`src/rtl/mpei_pkg.sv`:
```
// ----------------------------------------------------------------------------
// mpei_pkg: shared types for the Mandelbrot escape index unit
// Controller states, datapath command and status groups, divider sizing.
// ----------------------------------------------------------------------------
package mpei_pkg;

  // Constant divider sizing: 13-bit operand (coordinate magnitude up to 8191,
  // or a 12-bit palette count), 39-bit coordinate quotient.
  localparam int DIV_OW = 13;
  localparam int DIV_QW = 39;

  typedef enum logic [1:0] {
    DIV_RE,
    DIV_IM,
    DIV_MOD
  } mpei_div_sel_t;

  typedef enum logic [3:0] {
    ST_IDLE,
    ST_RE_GO,
    ST_RE_WAIT,
    ST_IM_GO,
    ST_IM_WAIT,
    ST_MUL,
    ST_EVAL,
    ST_MOD_GO,
    ST_MOD_WAIT,
    ST_FINISH
  } mpei_state_t;

  typedef struct packed {
    logic          load_in;
    logic          div_start;
    mpei_div_sel_t div_sel;
    logic          cap_re;
    logic          cap_im;
    logic          init_z;
    logic          mul;
    logic          step;
    logic          out_load;
  } mpei_cmd_t;

  typedef struct packed {
    logic div_busy;
    logic cont;
    logic out_free;
  } mpei_sts_t;

endpackage

```
`src/rtl/mpei_ctrl.sv`:
```
// ----------------------------------------------------------------------------
// mpei_ctrl: sequencer of the Mandelbrot escape index unit
// Steps one pixel through mapping, iteration, index reduction and output.
// ----------------------------------------------------------------------------
module mpei_ctrl
  import mpei_pkg::*;
(
  input  logic      clk,
  input  logic      rst,
  input  logic      in_valid,
  output logic      in_ready,
  input  mpei_sts_t sts,
  output mpei_cmd_t cmd
);

  mpei_state_t state, state_next;

  always_ff @(posedge clk) begin
    if (rst) begin
      state <= ST_IDLE;
    end else begin
      state <= state_next;
    end
  end

  always_comb begin
    state_next = state;
    unique case (state)
      ST_IDLE:     if (in_valid) state_next = ST_RE_GO;
      ST_RE_GO:    state_next = ST_RE_WAIT;
      ST_RE_WAIT:  if (!sts.div_busy) state_next = ST_IM_GO;
      ST_IM_GO:    state_next = ST_IM_WAIT;
      ST_IM_WAIT:  if (!sts.div_busy) state_next = ST_MUL;
      ST_MUL:      state_next = ST_EVAL;
      ST_EVAL:     state_next = sts.cont ? ST_MUL : ST_MOD_GO;
      ST_MOD_GO:   state_next = ST_MOD_WAIT;
      ST_MOD_WAIT: if (!sts.div_busy) state_next = ST_FINISH;
      ST_FINISH:   if (sts.out_free) state_next = ST_IDLE;
      default:     state_next = ST_IDLE;
    endcase
  end

  always_comb begin
    cmd      = '0;
    cmd.div_sel = DIV_RE;
    in_ready = 1'b0;
    unique case (state)
      ST_IDLE: begin
        in_ready    = 1'b1;
        cmd.load_in = in_valid;
      end
      ST_RE_GO: begin
        cmd.div_start = 1'b1;
        cmd.div_sel   = DIV_RE;
      end
      ST_RE_WAIT:  cmd.cap_re = !sts.div_busy;
      ST_IM_GO: begin
        cmd.div_start = 1'b1;
        cmd.div_sel   = DIV_IM;
      end
      ST_IM_WAIT: begin
        cmd.cap_im = !sts.div_busy;
        cmd.init_z = !sts.div_busy;
      end
      ST_MUL:      cmd.mul  = 1'b1;
      ST_EVAL:     cmd.step = sts.cont;
      ST_MOD_GO: begin
        cmd.div_start = 1'b1;
        cmd.div_sel   = DIV_MOD;
      end
      ST_MOD_WAIT: ;
      ST_FINISH:   cmd.out_load = sts.out_free;
      default:     ;
    endcase
  end

endmodule

```
`config.mk`:
```
export PLATFORM = sky130hd
export DESIGN_NAME = mpei_ctrl
export DESIGN_NICKNAME = d
export VERILOG_FILES = /design/src/rtl/mpei_pkg.sv /design/src/rtl/mpei_ctrl.sv
export SDC_FILE = /design/constraint.sdc
export NUM_CORES = 1
export LEC_CHECK = 0
export ABC_AREA = 1
export BUFFER_PORTS_ARGS = -buffer_cell sky130_fd_sc_hd__buf_2
export CAP_MARGIN = 30
export CORE_AREA = 2 2 39 41
export CTS_CLUSTER_DIAMETER = 150
export DETAILED_ROUTE_END_ITERATION = 16
export DIE_AREA = 0 0 41 43
export GPL_TIMING_DRIVEN = 0
export PLACE_DENSITY_LB_ADDON = 0.2
export SLEW_MARGIN = 40
export SYNTH_ARGS = -nofsm -noshare
export SYNTH_HDL_FRONTEND = slang
export SYNTH_SLANG_ARGS = --single-unit
```
`constraint.sdc`:
```
create_clock -name clk -period 2.68 [get_ports clk]
set_clock_uncertainty 0.15 [all_clocks]
set_input_delay 0 -clock clk [delete_from_list [all_inputs] [get_ports clk]]
set_output_delay 0 -clock clk [all_outputs]
set_load 0.05 [all_outputs]
```
==> flow_metrics.py <==
metrics = {
    "outcome": {
        "status": "completed",
    },
    "global_route": {
        "groute.usage.overall_pct": 13.3,
        "first_global_vias": 406,
        "antenna_found_initial": 0,
        "grt_start_max_net_pins": 9,
        "grt_pass1_wl_um": 1560,
        "grt_overflow": 0,
    },
    "setup_path": {
        "max_stage_delay_ns": 0.40,
        "crit_fanout": 5,
        "end_kind": "output port",
        "cp.required_ns": 2.53,
        "critPathKind": "register to output port",
        "arrival_ns": 1.43,
        "r2r-start": "state[3]",
        "crit_chain": "inv_1, nor2_2, nand2_1, nor2_1, buf_4, buf_2",
        "worst-path-buf-inv": 3,
        "startpoint": "state[2]",
        "cp_top_family": "buffers and inverters",
        "crit_slowest_cell": "dfxtp_1",
        "crit_path_start_kind": "register",
    },
    "cts": {
        "cts_buffers": 3,
        "cts_resized": 0,
        "cts_max_level": 1,
        "cts_tree": "done",
        "cts_sinks": 4,
        "cts_setup_buffers": 0,
        "clock_path_buffers": 2,
        "cts_hold_buf": 2,
        "clk_latency_ns": 0.23,
        "cts_root_buf": "clkbuf_4",
        "clkTransAtPathRegs_ns": 0.04,
    },
    "sta": {
        "finalCritPeriodShare_pct": 59.1,
        "setup_viol": 0,
        "period_needed_ns": 1.58,
        "drv_slew": 0,
        "hold_viol_final": 0,
        "fin_ws_ns": 1.10,
        "maxSlewHeadroom_pct": 81.9,
        "fmaxAchievable_mhz": 631,
        "timing.setup.tns_ns": 0,
        "rsz0062_at_grt": "no",
        "max_slew.worst_pin.slew_ns": 0.271,
    },
    "final_layout": {
        "final_nets": 90,
        "final_common_cell": "buf_2",
        "top_regs": "state: 4 flops",
        "area_growth_pct": 40.9,
        "seq_area_um2": 80.1,
        "final.fill_count": 173,
        "final_util_pct": 35.5,
        "num_antenna_cells": 0,
        "final_cell_mix": "buf_2 (16), nand2_1 (14), nor2_1 (9), inv_1 (7)",
        "regMostFlops": "state",
        "multiInputGateArea_um2": 209,
        "drive_above_1_share_pct": 39.0,
        "largest_register_ffs": 4,
        "final_cells": 98,
    },
    "yosys": {
        "synth-seq-cells": 4,
        "yosysUniqueCellTypes": 16,
        "synth_area_um2": 349,
        "syn_nets": 67,
        "syn_inst": 61,
        "ys_seq_area_share_pct": 22.9,
        "synth_area_per_cell_um2": 5.72,
        "yosys_warnings": 0,
    },
    "floorplanning": {
        "die_area_um2": 1760,
        "pin_count": 17,
        "core.rowCount": 14,
        "fp.dieW_um": 41,
        "start_util_pct": 25.2,
        "die_h_um": 43,
        "core_um2": 1380,
    },
    "routing": {
        "final_antenna_net_count": 0,
        "wl_per_cell_um": 8.67,
        "wl_um": 850,
        "drt_pass1_iterations": 4,
        "vias": 419,
        "via_per_inst": 4.28,
        "drt_iter0_markers": 12,
        "drc": 0,
    },
    "placed_design": {
        "hpwlAfterDp_um": 684,
        "gp_congestion": 0.825,
        "dp_slack_ns": 1.29,
        "io_buffers": 16,
        "dp.cells": 93,
    },
    "worst_hold_path": {
        "min-delay-start": "sts[2]",
        "hold_path.class": "input port to register",
    },
    "power_and_ir_drop": {
        "peakVddDrop_v": 0.000476,
        "power_density_nw_per_um2": 1280,
        "power.leakage_uw": 0.000275,
    },
    "flow_run": {
        "max_cap_viol_count": 0,
    },
}
## Yosys cell counts
library cell	n	area share (%)
buf_4	1	2.2
inv_1	7	7.5
a31oi_1	1	1.8
dfxtp_1	4	23
nor3_1	2	2.9
nand2_2	1	1.8
nor2_1	9	9.7
nand3_2	1	2.9
buf_6	1	3.2
a211oi_1	1	2.2
nand2_1	14	15
nor2_2	5	9.0
nor4_1	1	1.8
nand3_1	5	7.2
a21oi_1	4	5.7
inv_2	4	4.3
## through the flow
stage                     total power [µW]  area, µm²  hold WS, ns
after floorplan                        477        349      -0.0809
after global placement                 560        449       0.0569
after detailed placement               560        449       0.0536
after CTS                              639        492       0.0468
after global routing                   696        492       0.0989
final                                  631        492       0.0519
## worst reg2reg max path, cell delays in order, from the launching register on
cell and delay, ns:
dfxtp_1 0.30, buf_6 0.13, nor2_1 0.21, nand2_2 0.12, nand3_2 0.08, nand2_1 0.10
a21oi_1 0.14, nor2_1 0.05
## report_power, final
part / internal, µW / switching (µW) / leakage, µW
Clock: 49.9 / 21.2 / 0.0000138
Sequential: 83.7 / 31.8 / 0.0000329
Combinational: 126 / 318 / 0.000228
## cell families (layout without fill, tap and decap cells)
| kind of cell | count (synthesis) | in the layout | synth area share (%) |
|---|---|---|---|
| DFF | 4 | 4 | 22.9 |
| and+or+nand+nor | 38 | 38 | 50.2 |
| AOI/OAI and AO/OA | 6 | 6 | 9.68 |
| buffers and inverters | 13 | 34 | 17.2 |
## area by class of cell
type,count,share of cell area (%)
plain buffers,2,3.82
inverters,11,8.40
flip-flops and latches,4,16.3
clock buffers,3,4.58
multi-input cells,44,42.5
repair buffers,18,20.4
well taps,16,4.07
## metal layers
layer  up-vias  part of all wire [%]  GRT usage (%)
met4         0                   1.1           10.0
met2        12                    45           19.1
met1       170                    49           16.1
li1        235                     -              -
met5         -                     0              0
met3         2                   4.8           3.14
## path summary, 6_finish.rpt
kind | slack [ns] | cells past startpoint | endpoint
max | 1.10 | 6 | cmd[4]
min | 0.05 | 4 | state[3]
max reg2reg | 1.29 | 7 | state[3]
min reg2reg | 0.45 | 3 | state[3]
(Power assumes the default switching activity.)
